$ cat src/rsq_pkg.sv
package rsq_pkg;

    localparam int MAX_SAMPLES = 65536;

    localparam int SMP_W  = 16;
    localparam int FRAC_W = 16;
    localparam int CNT_W  = $clog2(MAX_SAMPLES + 1);
    localparam int SUM_W  = CNT_W + SMP_W;
    localparam int SQ_W   = CNT_W + 2 * SMP_W - 2;
    localparam int SSE_W  = CNT_W + 2 * SMP_W + 2;
    localparam int DF_W   = CNT_W + 1;
    localparam int K_W    = 8;
    localparam int RES_W  = 32;
    localparam int STAT_W = 2;

    // shift-add product, wide enough for sse * n * (n - 1)
    localparam int PROD_W = SSE_W + 2 * CNT_W;
    // quotient bits kept; anything at or above 2^QB saturates
    localparam int QB     = 34;
    localparam int NUM_W  = PROD_W + FRAC_W + 2;
    localparam int REM_W  = PROD_W + 2;
    localparam int DCNT_W = $clog2(QB + 1);

    localparam int PADDR_W = 3;
    localparam int IDX_W   = PADDR_W - 2;
    localparam int DATA_W  = 32;

    localparam logic [IDX_W-1:0] REG_EXTRA_PARAMS = '0;

    localparam logic [RES_W-1:0] ONE_Q16 = RES_W'(65536);
    localparam logic [RES_W-1:0] RES_MIN = {1'b1, {(RES_W-1){1'b0}}};
    localparam logic [RES_W-1:0] RES_MAX = {1'b0, {(RES_W-1){1'b1}}};
    // largest quotient that still fits when subtracted from / added to 1.0
    localparam logic [QB-1:0] LIM_DOWN = QB'(64'd2147549184);
    localparam logic [QB-1:0] LIM_UP   = QB'(64'd2147418111);

    typedef enum logic [STAT_W-1:0] {
        STAT_OK     = 2'd0,
        STAT_NO_VAR = 2'd1,
        STAT_NO_DOF = 2'd2
    } t_status;

    typedef enum logic [2:0] {
        SEL_N_SUMSQ,
        SEL_MAG_SQ,
        SEL_NSST_ADF,
        SEL_SSE_N,
        SEL_PROD_NM1
    } t_mul_sel;

    typedef enum logic [3:0] {
        ST_ACC,
        ST_M1,
        ST_M1R,
        ST_M2,
        ST_M2R,
        ST_SUB,
        ST_CHK,
        ST_M3R,
        ST_M4,
        ST_M4R,
        ST_M5,
        ST_M5R,
        ST_DL,
        ST_DR,
        ST_FIN
    } t_state;

    typedef struct packed {
        logic     acc;
        logic     mul_load;
        t_mul_sel mul_sel;
        logic     mul_step;
        logic     save;
        logic     sub;
        logic     div_load;
        logic     div_step;
        logic     finish;
    } t_dp_cmd;

    typedef struct packed {
        logic mul_done;
        logic div_done;
        logic nsst_zero;
        logic df_zero;
        logic out_busy;
    } t_dp_stat;

endpackage

$ cat src/rsq_ctrl.sv
module rsq_ctrl
    import rsq_pkg::*;
(
    input  logic     i_clk,
    input  logic     i_rst_n,
    input  logic     i_in_valid,
    input  logic     i_last_sample,
    input  t_dp_stat i_stat,
    output logic     o_in_ready,
    output t_dp_cmd  o_cmd
);

    t_state r_state;
    t_state n_state;

    always_ff @(posedge i_clk) begin
        if (!i_rst_n) begin
            r_state <= ST_ACC;
        end else begin
            r_state <= n_state;
        end
    end

    always_comb begin
        n_state = r_state;
        unique case (r_state)
            ST_ACC: begin
                if (i_in_valid && i_last_sample) begin
                    n_state = ST_M1;
                end
            end
            ST_M1:  n_state = ST_M1R;
            ST_M1R: if (i_stat.mul_done) n_state = ST_M2;
            ST_M2:  n_state = ST_M2R;
            ST_M2R: if (i_stat.mul_done) n_state = ST_SUB;
            ST_SUB: n_state = ST_CHK;
            ST_CHK: begin
                if (i_stat.nsst_zero || i_stat.df_zero) begin
                    n_state = ST_FIN;
                end else begin
                    n_state = ST_M3R;
                end
            end
            ST_M3R: if (i_stat.mul_done) n_state = ST_M4;
            ST_M4:  n_state = ST_M4R;
            ST_M4R: if (i_stat.mul_done) n_state = ST_M5;
            ST_M5:  n_state = ST_M5R;
            ST_M5R: if (i_stat.mul_done) n_state = ST_DL;
            ST_DL:  n_state = ST_DR;
            ST_DR:  if (i_stat.div_done) n_state = ST_FIN;
            ST_FIN: if (!i_stat.out_busy) n_state = ST_ACC;
            default: n_state = ST_ACC;
        endcase
    end

    always_comb begin
        o_cmd      = '0;
        o_in_ready = 1'b0;
        unique case (r_state)
            ST_ACC: begin
                o_in_ready = 1'b1;
                o_cmd.acc  = i_in_valid;
            end
            ST_M1: begin
                o_cmd.mul_load = 1'b1;
                o_cmd.mul_sel  = SEL_N_SUMSQ;
            end
            ST_M2: begin
                o_cmd.save     = 1'b1;
                o_cmd.mul_load = 1'b1;
                o_cmd.mul_sel  = SEL_MAG_SQ;
            end
            ST_SUB: o_cmd.sub = 1'b1;
            ST_CHK: begin
                o_cmd.mul_load = !(i_stat.nsst_zero || i_stat.df_zero);
                o_cmd.mul_sel  = SEL_NSST_ADF;
            end
            ST_M4: begin
                o_cmd.save     = 1'b1;
                o_cmd.mul_load = 1'b1;
                o_cmd.mul_sel  = SEL_SSE_N;
            end
            ST_M5: begin
                o_cmd.mul_load = 1'b1;
                o_cmd.mul_sel  = SEL_PROD_NM1;
            end
            ST_M1R, ST_M2R, ST_M3R, ST_M4R, ST_M5R: begin
                o_cmd.mul_step = !i_stat.mul_done;
            end
            ST_DL:  o_cmd.div_load = 1'b1;
            ST_DR:  o_cmd.div_step = !i_stat.div_done;
            ST_FIN: o_cmd.finish   = !i_stat.out_busy;
            default: o_cmd = '0;
        endcase
    end

endmodule

$ cat src/rsq_datapath.sv
module rsq_datapath
    import rsq_pkg::*;
(
    input  logic                    i_clk,
    input  logic                    i_rst_n,
    input  t_dp_cmd                 i_cmd,
    input  logic [K_W-1:0]          i_extra_parameters,
    input  logic signed [SMP_W-1:0] i_actual_value,
    input  logic signed [SMP_W-1:0] i_predicted_value,
    input  logic                    i_out_ready,
    output t_dp_stat                o_stat,
    output logic                    o_out_valid,
    output logic signed [RES_W-1:0] o_r_squared,
    output logic [STAT_W-1:0]       o_status,
    output logic [CNT_W-1:0]        o_sample_count
);

    // run accumulators
    logic [CNT_W-1:0]        r_cnt;
    logic signed [SUM_W-1:0] r_sum;
    logic [SQ_W-1:0]         r_sumsq;
    logic [SSE_W-1:0]        r_sse;

    logic signed [SMP_W:0]       err;
    logic signed [2*SMP_W-1:0]   sq_act;
    logic signed [2*SMP_W+1:0]   sq_err;

    always_comb begin
        err    = {i_actual_value[SMP_W-1], i_actual_value}
               - {i_predicted_value[SMP_W-1], i_predicted_value};
        sq_act = i_actual_value * i_actual_value;
        sq_err = err * err;
    end

    always_ff @(posedge i_clk) begin
        if (!i_rst_n || i_cmd.finish) begin
            r_cnt   <= '0;
            r_sum   <= '0;
            r_sumsq <= '0;
            r_sse   <= '0;
        end else if (i_cmd.acc && (r_cnt < CNT_W'(MAX_SAMPLES))) begin
            r_cnt   <= r_cnt + CNT_W'(1);
            r_sum   <= r_sum + {{(SUM_W-SMP_W){i_actual_value[SMP_W-1]}}, i_actual_value};
            r_sumsq <= r_sumsq + SQ_W'($unsigned(sq_act));
            r_sse   <= r_sse + SSE_W'($unsigned(sq_err));
        end
    end

    // degrees of freedom n - (k + 1), kept mod 2^DF_W; sign bit gives direction
    logic [DF_W-1:0]  df;
    logic             df_neg;
    logic [DF_W-1:0]  df_mag;
    logic [SUM_W-1:0] mag;
    logic [CNT_W-1:0] nm1;

    always_comb begin
        df     = {1'b0, r_cnt} - DF_W'(i_extra_parameters) - DF_W'(1);
        df_neg = df[DF_W-1];
        df_mag = df_neg ? (DF_W'(0) - df) : df;
        mag    = r_sum[SUM_W-1] ? (SUM_W'(0) - $unsigned(r_sum)) : $unsigned(r_sum);
        nm1    = r_cnt - CNT_W'(1);
    end

    // shift-add multiplier, one multiplier bit a cycle
    logic [PROD_W-1:0] r_mcand;
    logic [SUM_W-1:0]  r_mplier;
    logic [PROD_W-1:0] r_prod;
    logic [PROD_W-1:0] r_a;
    logic [PROD_W-1:0] ld_mcand;
    logic [SUM_W-1:0]  ld_mplier;

    always_comb begin
        case (i_cmd.mul_sel)
            SEL_N_SUMSQ: begin
                ld_mcand  = PROD_W'(r_sumsq);
                ld_mplier = SUM_W'(r_cnt);
            end
            SEL_MAG_SQ: begin
                ld_mcand  = PROD_W'(mag);
                ld_mplier = mag;
            end
            SEL_NSST_ADF: begin
                ld_mcand  = r_a;
                ld_mplier = SUM_W'(df_mag[CNT_W-1:0]);
            end
            SEL_SSE_N: begin
                ld_mcand  = PROD_W'(r_sse);
                ld_mplier = SUM_W'(r_cnt);
            end
            SEL_PROD_NM1: begin
                ld_mcand  = r_prod;
                ld_mplier = SUM_W'(nm1);
            end
            default: begin
                ld_mcand  = '0;
                ld_mplier = '0;
            end
        endcase
    end

    always_ff @(posedge i_clk) begin
        if (i_cmd.mul_load) begin
            r_mcand  <= ld_mcand;
            r_mplier <= ld_mplier;
            r_prod   <= '0;
        end else if (i_cmd.mul_step) begin
            r_prod   <= r_prod + (r_mplier[0] ? r_mcand : '0);
            r_mcand  <= r_mcand << 1;
            r_mplier <= r_mplier >> 1;
        end
    end

    // r_a holds n*sum_sq, then n*sst, then the denominator
    always_ff @(posedge i_clk) begin
        if (i_cmd.save) begin
            r_a <= r_prod;
        end else if (i_cmd.sub) begin
            r_a <= r_a - r_prod;
        end
    end

    // restoring divider: (num*2^17 + den) / (2*den), one quotient bit a cycle
    logic [REM_W-1:0]  r_rem;
    logic [QB-1:0]     r_nlow;
    logic [QB-1:0]     r_quo;
    logic              r_ovf;
    logic [DCNT_W-1:0] r_dcnt;
    logic [NUM_W-1:0]  n_full;
    logic [REM_W-1:0]  n_hi;
    logic [REM_W-1:0]  dvs;
    logic [REM_W-1:0]  shifted;
    logic              take;

    always_comb begin
        n_full  = NUM_W'({r_prod, {(FRAC_W+1){1'b0}}}) + NUM_W'(r_a);
        n_hi    = REM_W'(n_full[NUM_W-1:QB]);
        dvs     = REM_W'({r_a, 1'b0});
        shifted = {r_rem[REM_W-2:0], r_nlow[QB-1]};
        take    = shifted >= dvs;
    end

    always_ff @(posedge i_clk) begin
        if (i_cmd.div_load) begin
            r_rem  <= n_hi;
            r_nlow <= n_full[QB-1:0];
            r_quo  <= '0;
        end else if (i_cmd.div_step) begin
            r_rem  <= take ? (shifted - dvs) : shifted;
            r_nlow <= r_nlow << 1;
            r_quo  <= {r_quo[QB-2:0], take};
        end
    end

    always_ff @(posedge i_clk) begin
        if (!i_rst_n) begin
            r_dcnt <= '0;
            r_ovf  <= 1'b0;
        end else if (i_cmd.div_load) begin
            r_dcnt <= DCNT_W'(QB);
            r_ovf  <= n_hi >= dvs;
        end else if (i_cmd.div_step) begin
            r_dcnt <= r_dcnt - DCNT_W'(1);
        end
    end

    // final value, rounding already folded into the quotient
    logic [RES_W-1:0] res;
    t_status          stat;

    always_comb begin
        if (r_a == '0) begin
            stat = STAT_NO_VAR;
            res  = '0;
        end else if (df == '0) begin
            stat = STAT_NO_DOF;
            res  = '0;
        end else if (!df_neg) begin
            stat = STAT_OK;
            res  = (r_ovf || (r_quo > LIM_DOWN)) ? RES_MIN : (ONE_Q16 - RES_W'(r_quo));
        end else begin
            stat = STAT_OK;
            res  = (r_ovf || (r_quo > LIM_UP)) ? RES_MAX : (ONE_Q16 + RES_W'(r_quo));
        end
    end

    // output register
    logic                    r_out_valid;
    logic signed [RES_W-1:0] r_r_squared;
    logic [STAT_W-1:0]       r_status;
    logic [CNT_W-1:0]        r_sample_count;

    always_ff @(posedge i_clk) begin
        if (!i_rst_n) begin
            r_out_valid <= 1'b0;
        end else if (i_cmd.finish) begin
            r_out_valid <= 1'b1;
        end else if (i_out_ready) begin
            r_out_valid <= 1'b0;
        end
    end

    always_ff @(posedge i_clk) begin
        if (i_cmd.finish) begin
            r_r_squared    <= $signed(res);
            r_status       <= stat;
            r_sample_count <= r_cnt;
        end
    end

    always_comb begin
        o_stat.mul_done  = r_mplier == '0;
        o_stat.div_done  = (r_dcnt == '0) || r_ovf;
        o_stat.nsst_zero = r_a == '0;
        o_stat.df_zero   = df == '0;
        o_stat.out_busy  = r_out_valid && !i_out_ready;
    end

    assign o_out_valid    = r_out_valid;
    assign o_r_squared    = r_r_squared;
    assign o_status       = r_status;
    assign o_sample_count = r_sample_count;

endmodule

$ cat src/r_squared_accumulator_unit.sv
// Throughput: one sample beat per cycle while a run accumulates.
// Result: formed after the beat marked last by one shift-add multiplier (one
// multiplier bit a cycle, up to five products) and a restoring divider (one
// quotient bit a cycle, up to 34 bits). Input ready stays low until the result
// is valid, and longer while the previous result still waits in the output register.
// Reset (i_rst_n low, synchronous) clears k, the accumulators and the output valid.
module r_squared_accumulator_unit
    import rsq_pkg::*;
(
    input  logic                    i_clk,
    input  logic                    i_rst_n,
    input  logic                    psel,
    input  logic                    penable,
    input  logic                    pwrite,
    input  logic [PADDR_W-1:0]      paddr,
    input  logic [DATA_W-1:0]       pwdata,
    output logic [DATA_W-1:0]       prdata,
    output logic                    pready,
    input  logic                    i_in_valid,
    output logic                    o_in_ready,
    input  logic signed [SMP_W-1:0] i_actual_value,
    input  logic signed [SMP_W-1:0] i_predicted_value,
    input  logic                    i_last_sample,
    output logic                    o_out_valid,
    input  logic                    i_out_ready,
    output logic signed [RES_W-1:0] o_r_squared,
    output logic [STAT_W-1:0]       o_status,
    output logic [CNT_W-1:0]        o_sample_count
);

    logic [K_W-1:0]   r_extra_parameters;
    logic [IDX_W-1:0] reg_idx;
    logic             wr_en;

    assign pready  = 1'b1;
    assign reg_idx = paddr[PADDR_W-1:2];
    assign wr_en   = psel && penable && pwrite && pready;

    always_ff @(posedge i_clk) begin
        if (!i_rst_n) begin
            r_extra_parameters <= '0;
        end else if (wr_en && (reg_idx == REG_EXTRA_PARAMS)) begin
            r_extra_parameters <= pwdata[K_W-1:0];
        end
    end

    always_comb begin
        unique case (reg_idx)
            REG_EXTRA_PARAMS: prdata = DATA_W'(r_extra_parameters);
            default:          prdata = '0;
        endcase
    end

    t_dp_cmd  cmd;
    t_dp_stat stat;

    rsq_ctrl u_ctrl (
        .i_clk         (i_clk),
        .i_rst_n       (i_rst_n),
        .i_in_valid    (i_in_valid),
        .i_last_sample (i_last_sample),
        .i_stat        (stat),
        .o_in_ready    (o_in_ready),
        .o_cmd         (cmd)
    );

    rsq_datapath u_dp (
        .i_clk              (i_clk),
        .i_rst_n            (i_rst_n),
        .i_cmd              (cmd),
        .i_extra_parameters (r_extra_parameters),
        .i_actual_value     (i_actual_value),
        .i_predicted_value  (i_predicted_value),
        .i_out_ready        (i_out_ready),
        .o_stat             (stat),
        .o_out_valid        (o_out_valid),
        .o_r_squared        (o_r_squared),
        .o_status           (o_status),
        .o_sample_count     (o_sample_count)
    );

endmodule

$ cat config.mk
export PLATFORM = sky130hd
export DESIGN_NAME = r_squared_accumulator_unit
export DESIGN_NICKNAME = d
export VERILOG_FILES = /design/src/rsq_pkg.sv /design/src/rsq_ctrl.sv /design/src/rsq_datapath.sv /design/src/r_squared_accumulator_unit.sv
export SDC_FILE = /design/constraint.sdc
export NUM_CORES = 2
export LEC_CHECK = 0
export ABC_AREA = 1
export BUFFER_PORTS_ARGS = -buffer_cell sky130_fd_sc_hd__buf_2
export CAP_MARGIN = 10
export CORE_MARGIN = 8
export CORE_UTILIZATION = 40
export CTS_CLUSTER_SIZE = 40
export DETAILED_ROUTE_END_ITERATION = 10
export PLACE_DENSITY = 0.65
export SYNTH_ARGS = -nofsm -noshare
export SYNTH_HDL_FRONTEND = slang
export SYNTH_HIERARCHICAL = 1
export SYNTH_SLANG_ARGS = --single-unit
export TNS_END_PERCENT = 100
$ cat constraint.sdc
create_clock -name i_clk -period 15.1 [get_ports i_clk]
set_input_delay 1.51 -clock i_clk [delete_from_list [all_inputs] [get_ports i_clk]]
set_output_delay 1.51 -clock i_clk [all_outputs]
set_load 0.01 [all_outputs]
Yosys cells after proc, flatten, opt, wreduce, memory -nomap -nowiden:

Index checks and enable logic that the tools add are counted.

* bits in registers: 661
* input port bits: 75
* output and inout port bits: 86

* add/sub/neg operators: 17
* multipliers: 2
* $lt $le $gt $ge: 5
* equality and inequality tests: 26
* multiplexer cells: 44
* bitwise gates (word level): 2
* reduce and logical (&&, ||, !) cells: 33

Operators with widths (count)
* $mux W85: 5
* $pmux W85 S5: 1
* $mux W69: 2
* $pmux W33 S4: 1
* $add A102 B85 Y103: 1
* $mux W33: 3
* $mux W32: 3
* $ge A87 B86 Y1: 1
* $ge A69 B86 Y1: 1
* $mux W86: 1
* $sub A86 B86 Y86: 1
* $add A85 B85 Y85: 1
* $logic_not A85 Y1: 1
* $sub A85 B85 Y85: 1
* $mux W34: 2
* $pmux W4 S15: 1
* $add A51 B34 Y51: 1
* $add A47 B32 Y47: 1
* $mux W4: 9
* $gt A34 B31 Y1 const B: 1
* $gt A34 B32 Y1 const B: 1
* $mul A17 B17 Y34: 1
* $add A33 B33 Y33: 1
* $logic_not A33 Y1: 1
* other kinds (39): 87

Logic depth before layout (Yosys ltp):

* depth after elaboration: 10
* mapped depth: 50

Modules after synthesis:

Netlist, hierarchy kept.

By module, submodules not included
* rsq_datapath: times used 1, cells each 14189, area each 90025.1 um2, seq. area each 16565.9 um2
* r_squared_accumulator_unit: times used 1, cells each 100, area each 669.4 um2, seq. area each 160.2 um2
* rsq_ctrl: times used 1, cells each 99, area each 504.2 um2, seq. area each 80.1 um2

Least setup slack after synthesis:

No wires, ideal clock.

* path kind: input-to-reg
* start: in i_actual_value[0]
* end: reg u_dp.r_sse[33]
* arrival: 10134 ps
* required time: 14985 ps
* slack: 4850 ps
* cell stages on the path: 43
* path buffers: 2
* cell sequence: clkbuf_1 > inv_1 > ha_1 > fa_1 > nand3b_1 > nand2_1 > nand3_1 > nand3_1 > nand3_1 > nand2_1 > nand2_1 > a22oi_2 > buf_2 > nor2_1 > fa_1 > inv_1 > fa_1 > inv_1 > [7 not listed] > nand2_1 > nor2_1 > inv_1 > nor4_1 > nand2_1 > o21ai_0 > xor2_1 > ha_1 > nand2_1 > nand2_1 > a31o_2 > or2_2 > nor2_1 > nand3_1 > nand2_1 > nand2_1 > o21ai_0 > inv_1

* longest elaborated chain between the ends: 3

Ends and longest elaborated chain
* start: declaration: line r_squared_accumulator_unit.sv:21 `input logic signed [SMP_W-1:0] i_actual_value,`
* $sub A16 B16 Y17: line rsq_datapath.sv:30 `- {i_predicted_value[SMP_W-1], i_predicted_value};`
* $mul A17 B17 Y34: line rsq_datapath.sv:32 `sq_err = err * err;`
* $add A51 B34 Y51: line rsq_datapath.sv:45 `r_sse <= r_sse + SSE_W'($unsigned(sq_err));`
* end signal: assignment: line rsq_datapath.sv:45
* end: declaration: line rsq_datapath.sv:22 `logic [SSE_W-1:0] r_sse;`

Every way passes these cells.
A chain may end at the register's enable or synchronous reset.

Worst setup path in the final report:

* start: in i_actual_value[1]
* end: reg u_dp.r_sse[38]

The elaborated chain is that of the path after synthesis.

==> results.tsv <==
metric	value	unit
synth-async-reset-ratio	0	
synthTopCellsByArea	nand2_1, edfxtp_1, inv_1	
num_vias	96710	
r2r_end	u_dp/r_ovf$_SDFFE_PN0P_	
fin_crit_sh	0.7440	
netlist_area	0.09120	mm^2
grt_pass1_vias	91550	
criticalPathCategory	primary input to flip-flop	
routed_wl	403100	um
crit_path_end_kind	flip-flop	
syn_inst	14390	
hold_start	u_dp/r_dcnt[0]$_SDFFE_PP0P_	
setup_violations	0	
maxCapViolations	0	
viasPerCell	5.537	
worstRegToRegCells	23	
reg2reg_from	u_dp/r_a[17]$_DFFE_PP_	
synth_seq_cells	661	
required	15.78	ns
start_util	0.4016	
slowest_delay	0.57	ns
cts_setup_buffers	0	
finalClockSkew	0.04885	ns
synth_cell_types	68	
final_cell_mix	nand2_1, inv_1, nor2_1	
grt_use_total	0.3200	
regToRegSetupSlack	8.72	ns
cts.sinks	661	
cts_buffers	85	
cts-hold-fix-buffers	0	
slew_viol_final	0	
fin_tns_setup	0	ns
antenna_found_initial	35	
drc	0	
outcome	finished clean	
core_area	0.2271	mm^2
critPathMostFrequentCell	nand2_1	
tightestPinTransition	1.272	ns
grt_overflow	0	
cts_max_level	3	
drive_gt1_frac	0.03475	
synthFlopType	edfxtp_1	
startpoint_type	primary input	
cts_tree	yes	
grt_pass1_wl	585100	um
die_w	493.5	um
seq_area_frac_synth	0.1843	
layout_commonest_cell	nand2_1	
critPathMaxFanout	17	
clockRootBuffer	clkbuf_16	
drt_iter0_drc	11190	
area_growth	7.186	%
ios	161	
rows	175	
port_buffers	109	
clkLatencyLatePin	0.76	ns
synth-edff-count	357	
synth_top_area_cell	nand2_1	
ctsResizeCount	0	
die_h	493.5	um
postRouteAntennaNets	0	
dp_hpwl	339400	um
relSlewSlack	0.1431	
hold_path_end	u_dp/r_dcnt[0]$_SDFFE_PP0P_	
clk_pin_slew	0.06	ns
clockBufferDepth	3	
drt_first_pass_iters	6	
yosys.area.top_type_share	0.1589	
max_clock_freq	89.02	MHz
finalCriticalPeriod	11.23	ns
hold_path_depth	2	
crit_arrival	11.92	ns
place.gp.congestion	1.075	
crit_slowest_cell	fa_1	
die-area	0.2435	mm^2
hold_viol	0	
grt_max_degree	131	
nNetsFinal	15660	
syn_avg_cell_area	6.339	um^2
yosys_warnings	6	
worstHoldPathType	flip-flop to flip-flop	
fill_cells	24940	
rsz0062_at_grt	no	
wl_per_cell	23.08	um
## registers in the layout (all words and copies together) (netlist names)
register	count
u_dp/o_sample_count	17
u_dp/r_ovf	1
r_extra_parameters	8
u_dp/o_r_squared	32
u_dp/r_mcand	85
u_dp/r_rem	86
u_ctrl/r_state	4
u_dp/o_status	2
u_dp/r_sse	51
u_dp/r_nlow	34
u_dp/r_sumsq	47
u_dp/r_mplier	33
u_dp/r_sum	33
u_dp/r_cnt	17
u_dp/r_prod	85
u_dp/o_out_valid	1
u_dp/r_a	85
u_dp/r_quo	34
u_dp/r_dcnt	6
## logic make-up (layout without fill, tap and decap cells)
kind of cell,Yosys count,count (layout),synth area share
xor gates and xnor gates,291,291,0.02811
DFF,661,661,0.1843
and+or+nand+nor,6788,6788,0.3083
buffers and inverters,3120,3153,0.1309
other,2,37,0.00008235
adders and majority gates,1215,1215,0.2092
AOI/OAI and AO/OA,2311,2311,0.1391
## how the worst max path moves through the flow
stage	startpoint	slack, ns	end	depth (start not counted)
after floorplan	i_actual_value[0]	4.85	u_dp/r_sse[33]$_SDFFE_PP0P_	43
after global routing	i_actual_value[1]	3.04	u_dp/r_sse[47]$_SDFFE_PP0P_	41
after CTS	i_actual_value[1]	3.97	u_dp/r_sse[49]$_SDFFE_PP0P_	40
after detailed placement	i_actual_value[1]	3.20	u_dp/r_sse[33]$_SDFFE_PP0P_	42
after global placement	i_actual_value[1]	3.24	u_dp/r_sse[33]$_SDFFE_PP0P_	42
final	i_actual_value[1]	3.87	u_dp/r_sse[38]$_SDFFE_PP0P_	45
## metal layers
| metal | vias to the layer above | wire (um) | GRT usage |
|---|---|---|---|
| li1 | 45740 | - | - |
| met1 | 45510 | 169600 | 0.4292 |
| met2 | 4454 | 166800 | 0.4823 |
| met3 | 979 | 42830 | 0.07766 |
| met4 | 20 | 23720 | 0.1546 |
| met5 | - | 138 | 0 |
## area by class of cell
type | instances | area [um^2] | area share
Multi-Input combinational cell | 10630 | 62600 | 0.6404
Sequential cell | 661 | 16810 | 0.1719
Inverter | 2814 | 10580 | 0.1082
Tap cell | 3009 | 3765 | 0.03851
Clock buffer | 108 | 2305 | 0.02358
Timing Repair Buffer | 180 | 1091 | 0.01116
Clock inverter | 51 | 576.8 | 0.005901
Antenna cell | 12 | 30.03 | 0.0003072
## worst max-delay path, delay by kind of cell
family / cells / cell delay [ns]
simple gates: 22 / 2.61
compound gates: 5 / 1.40
buf+inv: 8 / 1.47
xor+xnor: 1 / 0.50
fa+ha+maj: 9 / 4.41
## cell usage after synthesis, types with 57 or more instances
master and instances:
nand2_1 3861, inv_1 2773, nor2_1 1466, a21oi_1 1011, o21ai_0 819, nand3_1 771
ha_1 698, fa_1 517, edfxtp_1 357, dfxtp_1 304, nand4_1 215, clkbuf_1 211
nor3_1 174, xor2_1 173, o22ai_1 123, xnor2_1 116, o21bai_1 74, nor4_1 63
o211ai_1 63, or2_2 57
## per-stage QoR
stage	util	hold WS (ns)	cells	cell area (um^2)	worst slack (ns)
global placement	0.4177	0.4564	17290	94840	3.243
floorplan	-	0.4029	14410	91290	4.850
detailed placement	0.4177	0.4644	17290	94840	3.195
CTS	0.4304	0.4735	17450	97720	3.971
finish	0.4305	0.4656	17470	97750	3.866
global route	0.4304	0.4997	17450	97720	3.040
Power is not shown: default switching activity piles up to over one toggle a cycle in this logic, so the estimate is an artifact.
